<file path="src/uvar_pkg.sv">
`default_nettype none
package uvar_pkg;

	localparam int COUNT_BITS_DEF    = 20;
	localparam int UVI_FRAC_BITS_DEF = 8;

	localparam int RAW_W  = 20;
	localparam int UVI_W  = 24;
	localparam int PCT_W  = 7;
	localparam int WF_W   = 12;
	localparam int IDX_W  = 3;
	localparam int CFG_W  = 12;
	localparam int DEN_W  = 19;
	localparam int RBITS_W = 5;

	localparam logic [IDX_W-1:0] MAX_GAIN = 3'd4;
	localparam logic [IDX_W-1:0] MAX_RES  = 3'd5;

	localparam logic [PCT_W-1:0] LOW_PCT_RST  = 7'd10;
	localparam logic [PCT_W-1:0] HIGH_PCT_RST = 7'd90;
	localparam logic [WF_W-1:0]  WF_RST       = 12'd256;
	localparam logic [IDX_W-1:0] GAIN_RST     = 3'd1;
	localparam logic [IDX_W-1:0] RES_RST      = 3'd3;

	localparam logic [IDX_W-1:0] REG_LOW_PCT   = 3'd0;
	localparam logic [IDX_W-1:0] REG_HIGH_PCT  = 3'd1;
	localparam logic [IDX_W-1:0] REG_WIN       = 3'd2;
	localparam logic [IDX_W-1:0] REG_START_GAIN = 3'd3;
	localparam logic [IDX_W-1:0] REG_START_RES  = 3'd4;

	typedef enum logic [2:0] {
		ST_IDLE,
		ST_MUL,
		ST_SCALE,
		ST_LOW,
		ST_DIV,
		ST_RANGE,
		ST_DONE
	} state_t;

	typedef struct packed {
		logic             data_ready;
		logic [RAW_W-1:0] raw_count;
		logic             range_en;
	} in_t;

	typedef struct packed {
		logic [UVI_W-1:0] uv_index;
		logic             has_reading;
		logic [RAW_W-1:0] last_raw_count;
		logic [IDX_W-1:0] gain_step;
		logic [IDX_W-1:0] resolution_step;
		logic             range_changed;
	} out_t;

	typedef struct packed {
		logic start;
	} div_ctl_t;

	typedef struct packed {
		logic busy;
		logic done;
	} div_sts_t;

	// 23 * gain * t2, with t2 = 25 << r
	function automatic logic [DEN_W-1:0] den_base(input logic [IDX_W-1:0] g,
		input logic [IDX_W-1:0] r);
		logic [DEN_W-1:0] base;
		case (g)
			3'd0: base = 19'd575;
			3'd1: base = 19'd1725;
			3'd2: base = 19'd3450;
			3'd3: base = 19'd5175;
			default: base = 19'd10350;
		endcase
		return base << r;
	endfunction

	function automatic logic [RBITS_W-1:0] res_bits(input logic [IDX_W-1:0] r);
		logic [RBITS_W-1:0] b;
		case (r)
			3'd0: b = 5'd13;
			3'd1: b = 5'd16;
			3'd2: b = 5'd17;
			3'd3: b = 5'd18;
			3'd4: b = 5'd19;
			default: b = 5'd20;
		endcase
		return b;
	endfunction

	function automatic logic [IDX_W-1:0] clamp_idx(input logic [IDX_W-1:0] v,
		input logic [IDX_W-1:0] lim);
		return (v > lim) ? lim : v;
	endfunction

endpackage
`default_nettype wire

</file>
<file path="src/uvar_div.sv">
`default_nettype none
module uvar_div #(
	parameter int NUM_W = 40
) (
	input  wire logic                          clk,
	input  wire logic                          arst_n,
	input  wire uvar_pkg::div_ctl_t            ctl,
	input  wire logic [NUM_W-1:0]              dividend,
	input  wire logic [uvar_pkg::DEN_W-1:0]    divisor,
	output uvar_pkg::div_sts_t                 sts,
	output logic [uvar_pkg::UVI_W-1:0]         quotient
);

	localparam int DenW = uvar_pkg::DEN_W;
	localparam int QW   = uvar_pkg::UVI_W;
	localparam int CntW = $clog2(NUM_W + 1);

	logic [CntW-1:0]  cnt_q;
	logic             done_q;
	logic [NUM_W-1:0] num_q;
	logic [DenW-1:0]  den_q;
	logic [DenW-1:0]  rem_q;
	logic [QW-1:0]    quo_q;
	logic             ovf_q;

	logic [DenW:0]    rem_sh;
	logic [DenW:0]    diff;
	logic             fits;

	always_comb begin
		rem_sh = {rem_q, num_q[NUM_W-1]};
		diff   = rem_sh - {1'b0, den_q};
		fits   = rem_sh >= {1'b0, den_q};
	end

	always_ff @(posedge clk or negedge arst_n) begin
		if (!arst_n) begin
			cnt_q  <= '0;
			done_q <= 1'b0;
		end else begin
			done_q <= (cnt_q == CntW'(1));
			if (ctl.start) begin
				cnt_q <= CntW'(NUM_W);
			end else if (cnt_q != '0) begin
				cnt_q <= cnt_q - CntW'(1);
			end
		end
	end

	always_ff @(posedge clk) begin
		if (ctl.start) begin
			num_q <= dividend;
			den_q <= divisor;
			rem_q <= '0;
			quo_q <= '0;
			ovf_q <= 1'b0;
		end else if (cnt_q != '0) begin
			num_q <= num_q << 1;
			rem_q <= fits ? diff[DenW-1:0] : rem_sh[DenW-1:0];
			quo_q <= {quo_q[QW-2:0], fits};
			ovf_q <= ovf_q | quo_q[QW-1];
		end
	end

	assign sts.busy = (cnt_q != '0);
	assign sts.done = done_q;
	assign quotient = ovf_q ? {QW{1'b1}} : quo_q;

endmodule
`default_nettype wire

</file>
<file path="src/uv_index_autorange.sv">
// UV index with automatic gain and resolution ranging.
//
// Input channel (in_valid / in_stall / in_data): one request per sensor poll.
// With data_ready set the count is converted to a UV index under the gain and
// resolution in force, then, with range_en set, the range may step by one.
// Output channel (out_valid / out_stall / out_data): one result per request.
// Configuration: cfg_we writes cfg_data into register cfg_index at the edge.
//
// A poll with data_ready set runs the multiply, scale, low-threshold, divide
// and range steps before its result register load; the restoring divider
// retires one quotient bit per cycle. A poll without new data goes straight
// to the result register. The next request is accepted in the cycle after
// the result is loaded. One request is in flight at a time; in_stall is
// high while it is worked on.
// The result sits in an output register, so the next request is accepted while
// a result is held by out_stall; a finished request then waits until the
// output register frees.
// Reset (arst_n low) restores the register defaults, gain step 1, resolution
// step 3, and clears the last reading and any held result.
`default_nettype none
module uv_index_autorange #(
	parameter int COUNT_BITS    = uvar_pkg::COUNT_BITS_DEF,
	parameter int UVI_FRAC_BITS = uvar_pkg::UVI_FRAC_BITS_DEF
) (
	input  wire logic                        clk,
	input  wire logic                        arst_n,
	input  wire logic                        cfg_we,
	input  wire logic [uvar_pkg::IDX_W-1:0]  cfg_index,
	input  wire logic [uvar_pkg::CFG_W-1:0]  cfg_data,
	input  wire logic                        in_valid,
	output logic                             in_stall,
	input  wire uvar_pkg::in_t               in_data,
	output logic                             out_valid,
	input  wire logic                        out_stall,
	output uvar_pkg::out_t                   out_data
);

	localparam int CB    = COUNT_BITS;
	localparam int WfW   = uvar_pkg::WF_W;
	localparam int PctW  = uvar_pkg::PCT_W;
	localparam int IdxW  = uvar_pkg::IDX_W;
	localparam int RawW  = uvar_pkg::RAW_W;
	localparam int UviW  = uvar_pkg::UVI_W;
	localparam int DenW  = uvar_pkg::DEN_W;
	localparam int RbW   = uvar_pkg::RBITS_W;
	localparam int ProdW = CB + WfW;
	localparam int WideW = CB + 20 + UVI_FRAC_BITS;
	localparam int NumW  = WideW - 8;

	uvar_pkg::state_t state_q, state_d;

	logic [PctW-1:0] low_q, high_q;
	logic [WfW-1:0]  wf_q;
	logic [IdxW-1:0] gain_q, res_q;
	logic [RawW-1:0] last_cnt_q;
	logic [UviW-1:0] uvi_q;
	logic            seen_q;
	logic            changed_q;

	logic [CB-1:0]   cnt_q;
	logic            auto_q;
	logic [ProdW-1:0] prod_q, hi_q, lo_q;
	logic [NumW-1:0] num_q;
	logic [DenW-1:0] den_q;

	logic            out_valid_q;
	uvar_pkg::out_t  out_q;

	logic            accept;
	logic            load_out;
	logic            sel_cnt;
	logic            sel_high;
	uvar_pkg::div_ctl_t div_ctl;
	uvar_pkg::div_sts_t div_sts;
	logic [UviW-1:0] div_quo;

	logic [CB-1:0]   mul_a;
	logic [WfW-1:0]  mul_b;
	logic [ProdW-1:0] mul_p;
	logic [WideW-1:0] wide;
	logic [RbW-1:0]  rbits;
	logic [CB-1:0]   fs;
	logic [ProdW-1:0] c100;
	logic            over_hi, under_lo, at_top, lower, raise;

	always_ff @(posedge clk or negedge arst_n) begin
		if (!arst_n) begin
			state_q <= uvar_pkg::ST_IDLE;
		end else begin
			state_q <= state_d;
		end
	end

	always_comb begin
		state_d     = state_q;
		in_stall    = 1'b1;
		accept      = 1'b0;
		load_out    = 1'b0;
		sel_cnt     = 1'b0;
		sel_high    = 1'b0;
		div_ctl.start = 1'b0;
		case (state_q)
			uvar_pkg::ST_IDLE: begin
				in_stall = 1'b0;
				if (in_valid) begin
					accept  = 1'b1;
					state_d = in_data.data_ready ? uvar_pkg::ST_MUL : uvar_pkg::ST_DONE;
				end
			end
			uvar_pkg::ST_MUL: begin
				sel_cnt = 1'b1;
				state_d = uvar_pkg::ST_SCALE;
			end
			uvar_pkg::ST_SCALE: begin
				sel_high = 1'b1;
				state_d  = uvar_pkg::ST_LOW;
			end
			uvar_pkg::ST_LOW: begin
				div_ctl.start = 1'b1;
				state_d       = uvar_pkg::ST_DIV;
			end
			uvar_pkg::ST_DIV: begin
				if (div_sts.done) begin
					state_d = uvar_pkg::ST_RANGE;
				end
			end
			uvar_pkg::ST_RANGE: begin
				state_d = uvar_pkg::ST_DONE;
			end
			uvar_pkg::ST_DONE: begin
				if (!out_valid_q || !out_stall) begin
					load_out = 1'b1;
					state_d  = uvar_pkg::ST_IDLE;
				end
			end
			default: begin
				state_d = uvar_pkg::ST_IDLE;
			end
		endcase
	end

	// shared multiplier: count * window, then full scale * percent
	always_comb begin
		mul_a = sel_cnt ? cnt_q : fs;
		if (sel_cnt) begin
			mul_b = wf_q;
		end else if (sel_high) begin
			mul_b = WfW'(high_q);
		end else begin
			mul_b = WfW'(low_q);
		end
		mul_p = ProdW'(mul_a) * ProdW'(mul_b);
	end

	always_comb begin
		wide  = ((WideW'(prod_q) << 7) + (WideW'(prod_q) << 4)) << UVI_FRAC_BITS;
		rbits = uvar_pkg::res_bits(res_q);
		if (rbits >= RbW'(CB)) begin
			fs = '1;
		end else begin
			fs = {CB{1'b1}} >> (RbW'(CB) - rbits);
		end
		c100     = (ProdW'(cnt_q) << 6) + (ProdW'(cnt_q) << 5) + (ProdW'(cnt_q) << 2);
		at_top   = cnt_q >= fs;
		over_hi  = (c100 > hi_q) && !at_top;
		under_lo = c100 < lo_q;
		lower    = over_hi || (!under_lo && at_top);
		raise    = !over_hi && under_lo;
	end

	uvar_div #(
		.NUM_W(NumW)
	) u_div (
		.clk     (clk),
		.arst_n  (arst_n),
		.ctl     (div_ctl),
		.dividend(num_q),
		.divisor (den_q),
		.sts     (div_sts),
		.quotient(div_quo)
	);

	always_ff @(posedge clk) begin
		if (accept) begin
			cnt_q  <= in_data.raw_count[CB-1:0];
			auto_q <= in_data.range_en;
		end
		case (state_q)
			uvar_pkg::ST_MUL: begin
				prod_q <= mul_p;
			end
			uvar_pkg::ST_SCALE: begin
				num_q <= wide[WideW-1:8];
				den_q <= uvar_pkg::den_base(gain_q, res_q);
				hi_q  <= mul_p;
			end
			uvar_pkg::ST_LOW: begin
				lo_q <= mul_p;
			end
			default: begin
			end
		endcase
	end

	always_ff @(posedge clk or negedge arst_n) begin
		if (!arst_n) begin
			low_q      <= uvar_pkg::LOW_PCT_RST;
			high_q     <= uvar_pkg::HIGH_PCT_RST;
			wf_q       <= uvar_pkg::WF_RST;
			gain_q     <= uvar_pkg::GAIN_RST;
			res_q      <= uvar_pkg::RES_RST;
			last_cnt_q <= '0;
			uvi_q      <= '0;
			seen_q     <= 1'b0;
			changed_q  <= 1'b0;
		end else begin
			if (cfg_we) begin
				case (cfg_index)
					uvar_pkg::REG_LOW_PCT: low_q <= cfg_data[PctW-1:0];
					uvar_pkg::REG_HIGH_PCT: high_q <= cfg_data[PctW-1:0];
					uvar_pkg::REG_WIN: begin
						if (cfg_data[WfW-1:0] != '0) begin
							wf_q <= cfg_data[WfW-1:0];
						end
					end
					uvar_pkg::REG_START_GAIN:
						gain_q <= uvar_pkg::clamp_idx(cfg_data[IdxW-1:0], uvar_pkg::MAX_GAIN);
					uvar_pkg::REG_START_RES:
						res_q <= uvar_pkg::clamp_idx(cfg_data[IdxW-1:0], uvar_pkg::MAX_RES);
					default: begin
					end
				endcase
			end
			if (accept) begin
				changed_q <= 1'b0;
			end
			if (state_q == uvar_pkg::ST_DIV && div_sts.done) begin
				uvi_q      <= div_quo;
				last_cnt_q <= RawW'(cnt_q);
				seen_q     <= 1'b1;
			end
			if (state_q == uvar_pkg::ST_RANGE && auto_q) begin
				if (lower) begin
					if (gain_q != '0) begin
						gain_q    <= gain_q - IdxW'(1);
						changed_q <= 1'b1;
					end else if (res_q != '0) begin
						res_q     <= res_q - IdxW'(1);
						changed_q <= 1'b1;
					end
				end else if (raise) begin
					if (res_q < uvar_pkg::MAX_RES) begin
						res_q     <= res_q + IdxW'(1);
						changed_q <= 1'b1;
					end else if (gain_q < uvar_pkg::MAX_GAIN) begin
						gain_q    <= gain_q + IdxW'(1);
						changed_q <= 1'b1;
					end
				end
			end
		end
	end

	always_ff @(posedge clk or negedge arst_n) begin
		if (!arst_n) begin
			out_valid_q <= 1'b0;
		end else if (load_out) begin
			out_valid_q <= 1'b1;
		end else if (!out_stall) begin
			out_valid_q <= 1'b0;
		end
	end

	always_ff @(posedge clk) begin
		if (load_out) begin
			out_q.uv_index        <= uvi_q;
			out_q.has_reading     <= seen_q;
			out_q.last_raw_count  <= last_cnt_q;
			out_q.gain_step       <= gain_q;
			out_q.resolution_step <= res_q;
			out_q.range_changed   <= changed_q;
		end
	end

	assign out_valid = out_valid_q;
	assign out_data  = out_q;

`ifndef SYNTHESIS
	a_range_hold: assert property (@(posedge clk) disable iff (!arst_n)
		!cfg_we && state_q != uvar_pkg::ST_RANGE |=> $stable(gain_q) && $stable(res_q))
		else $error("range moved outside the range step");

	a_no_change_manual: assert property (@(posedge clk) disable iff (!arst_n)
		state_q == uvar_pkg::ST_RANGE && !auto_q |=> !changed_q)
		else $error("range change flagged with auto range off");

	a_done_in_div: assert property (@(posedge clk) disable iff (!arst_n)
		div_sts.done |-> state_q == uvar_pkg::ST_DIV)
		else $error("divider finished outside the divide state");

	a_start_idle: assert property (@(posedge clk) disable iff (!arst_n)
		div_ctl.start |-> !div_sts.busy)
		else $error("divider restarted while busy");

	a_idx_limit: assert property (@(posedge clk) disable iff (!arst_n)
		load_out |=> out_q.gain_step <= uvar_pkg::MAX_GAIN
			&& out_q.resolution_step <= uvar_pkg::MAX_RES)
		else $error("range index out of bounds");
`endif

endmodule
`default_nettype wire
</file>
<file path="config.mk">
export PLATFORM = sky130hd
export DESIGN_NAME = uv_index_autorange
export DESIGN_NICKNAME = d
export VERILOG_FILES = /design/src/uvar_pkg.sv /design/src/uvar_div.sv /design/src/uv_index_autorange.sv
export SDC_FILE = /design/constraint.sdc
export NUM_CORES = 1
export LEC_CHECK = 0
export BUFFER_PORTS_ARGS = -buffer_cell sky130_fd_sc_hd__clkbuf_2
export CORE_MARGIN = 2
export CORE_UTILIZATION = 62
export DETAILED_ROUTE_END_ITERATION = 12
export PLACE_DENSITY = 0.91
export SLEW_MARGIN = 10
export SYNTH_ARGS = -nofsm -noshare
export SYNTH_HDL_FRONTEND = slang
export SYNTH_SLANG_ARGS = --single-unit
</file>
<file path="constraint.sdc">
create_clock -name clk -period 27.9 [get_ports clk]
set_input_delay 4.185 -clock clk [delete_from_list [all_inputs] [get_ports clk]]
set_output_delay 4.185 -clock clk [all_outputs]
set_load 0.005 [all_outputs]
</file>
==> results.md <==
- Status: finished, final reports clean
- Register area share after synthesis: 40.39%
- Router iterations before antenna repair: 8
- Drt wl/cell: 20.29 µm
- Reg2reg path depth: 21
- Gpl congestion: 0.9885
- CP Capture Type: flip-flop
- Via density: 6.101
- EDFF count, synth: 279
- Core Area: 45380 µm²
- Dominant cells by area after synthesis: edfxtp_1 29%, fa_1 14%, ha_1 10%
- GR peak layer: met2
- Synthesized area: 28470 µm²
- Startpoint types: flip-flop
- GR Util met3: 5.498%
- Synth Register Bits: 412
- Slew Limit Fails: 0
- Worst EP required: 28.27 ns
- Async S/R FF share, synth: 21.60%
- Post-Syn Instances: 2755
- Crit Reg-Reg Startpoint: state_q[0]
- RR Endpoint: hi_q[28]
- Max_cap viols: 0
- Synthesis-to-layout area growth: 8.847%
- Post-Route WL: 70220 µm
- Worst path arrival time: 8.86 ns
- CTS buffer count: 42
- DR iter-0 viols: 2392
- Syn avg cell area: 10.33 µm²
- IO Pins: 96
- Hold Path Class: reg2reg
- Max Fclk: 117.8 MHz
- PortBufs: 95
- Die ar.: 47650 µm²
- Diodes inserted: 0
- Final Hold Fails: 0
- GR Util met2: 50.87%
- Met1 usage: 37.10%
- CTS tree: done
- Ys flop type: edfxtp_1
- Max_slew headroom: 16.42%
- Top-count cell post-synth: nand2_1
- Die Wd: 218.3 µm
- Placed wire-length estimate: 49170 µm
- Worst hold start: den_q[12]
- Setup slack, reg-to-reg: 19.41 ns
- Final Core Density: 68.28%
- Layout cell share with drive strength beyond 1: 9.266%
- Final setup vio count: 0
- Clock root buffer: clkbuf_16
- Max FO, Critical Path: 86
- Worst-margin pin slew: 1.251 ns
- Setup Buffers After CTS: 0
- Final period utilization: 30.43%
- GRT Util Overall: 29.88%
- Setup TNS: 0 ns
- Number of distinct library cells after synthesis: 88
- Final ANT Viol Nets: 0
- Die H: 218.3 µm
- Pre-CTS setup slack: 19.55 ns
- Post-route setup slack: 19.41 ns
- Crit path from: state_q[0]
- Total gr overflow: 0
- Critical path class: reg2reg
- Nets: 3297
- Clock Latency Late Sink: 0.58 ns
- End of the critical path: hi_q[28]
- Residual DRC: 0
- Synth cell count leaders: 388 x nand2_1, 351 x inv_1, 279 x edfxtp_1
- Synth area leader: edfxtp_1
- Cts repair resizes: 0
- Area fraction of the dominant cell type after synthesis: 29.43%
- Initial antenna violation count: 0
- First-pass GRT wire length: 112600 µm
- RSZ-0062 raised after global routing: false
- Vias: 21111
- Fin Clk Skew: 0.02612 ns
- Clk slew on worst S/H paths: 0.06 ns
- CTS Sinks: 412
- Warnings, synthesis: 0
- FILL cells: 3135
- Clock buffer depth: 3
- CTS Hold Bufs: 0
- Starting Density: 62.73%
- Row count: 78
- Tmin final: 8.490 ns
- Largest net degree at the start of global routing: 88
- Number of global-route vias before repair: 21922
- H-tree depth reported by CTS: 2
[worst min-delay path by stage]
stage          depth (start not counted)  slack (ns)              end
2_1_floorplan                          0        0.40   u_div.den_q[0]
3_3_place_gp                           0        0.40  u_div.den_q[13]
3_5_place_dp                           0        0.41  u_div.den_q[18]
4_1_cts                                0        0.42  u_div.den_q[12]
5_1_grt                                0        0.43  u_div.den_q[18]
6_report                               0        0.42  u_div.den_q[12]
[cells in the final DEF, fill, tap and decap left out, types with 7 or more instances in the layout]
master | synthesis | routed
nand2_1 | 388 | 388
inv_1 | 351 | 350
edfxtp_1 | 279 | 279
ha_1 | 230 | 230
fa_1 | 199 | 199
a21oi_1 | 177 | 176
nor2_1 | 161 | 160
clkbuf_2 | 0 | 94
dfrtp_1 | 79 | 79
and3_1 | 71 | 71
xnor2_1 | 64 | 64
o21ai_0 | 62 | 59
a21o_1 | 48 | 48
nand3_1 | 47 | 46
dfxtp_1 | 44 | 44
clkbuf_16 | 0 | 42
mux2_2 | 40 | 40
mux2i_1 | 35 | 35
nand2b_1 | 28 | 28
o21ai_1 | 26 | 27
nor3_1 | 28 | 26
xor2_1 | 25 | 25
and2_1 | 24 | 24
o21a_1 | 24 | 24
buf_4 | 0 | 21
nor2b_1 | 17 | 17
nand4_1 | 17 | 17
a31oi_1 | 12 | 11
o21bai_1 | 11 | 11
o31ai_1 | 11 | 11
or3_1 | 10 | 10
dfstp_2 | 10 | 10
o22ai_1 | 8 | 8
clkinv_2 | 0 | 7
a211oi_1 | 7 | 7
o2111ai_1 | 7 | 7
nor3b_1 | 8 | 7
mux2_1 | 7 | 7
clkbuf_1 | 80 | 7
[metrics by stage]
stage	area [µm²]	hold slack, ns	instances
2_1_floorplan	28480	0.4003	2759
3_5_place_dp	29550	0.4063	3382
6_report	30990	0.4199	3460
3_3_place_gp	29550	0.4031	3382
4_1_cts	30970	0.4203	3460
5_1_grt	30990	0.4273	3460
[flip-flops by register name, indices dropped and copies added, names as in the netlist, 20 cells and up]
register	cells
prod_q	32
lo_q	32
u_div.num_q	36
last_cnt_q	20
cnt_q	20
uvi_q	24
u_div.quo_q	24
num_q	36
hi_q	32
out_data	52
[cell families after synthesis]
family	after synthesis	share of synthesized area, %
xor gates and xnor gates	89	2.738
adders and majority gates	429	24.10
and+or+nand+nor	831	13.28
muxes	82	3.090
DFF	412	40.39
AOI/OAI and AO/OA	466	10.45
buffers and inverters	445	5.938
other	1	0.01317
[area by class of cell]
cell class | instances | area [µm²] | area share [%]
inverter | 353 | 1329 | 4.288
clock inverter | 24 | 280.3 | 0.9045
clock buffer | 54 | 1146 | 3.699
tap | 600 | 750.7 | 2.423
timing repair buffer | 115 | 628.1 | 2.027
sequential | 412 | 11500 | 37.11
multi-input combinational | 1902 | 15350 | 49.55
[per-layer routing]
metal	up-vias	part of all wire, %
met5	-	0
met4	0	5.0
met3	268	7.6
met2	1062	49
met1	10277	39
li1	9504	-
[critical path: stages (launching register included)]
cell and delay, ns:
dfrtp_1 0.61, or3b_2 0.76, clkinv_2 0.47, buf_4 0.80, and2_0 0.41, nand2_1 0.13
fa_1 0.54, fa_1 0.55, inv_1 0.06, fa_1 0.50, fa_1 0.54, inv_1 0.05
fa_1 0.52, inv_1 0.04, ha_1 0.32, o221ai_1 0.17, a211oi_1 0.46, o41ai_2 0.15
a311oi_2 0.47, nand3_1 0.13, a32oi_1 0.25, xor2_1 0.26
Power is left out: the tool's default activity adds up to more than one toggle a clock period on the data nets, which glitch-free logic cannot reach.
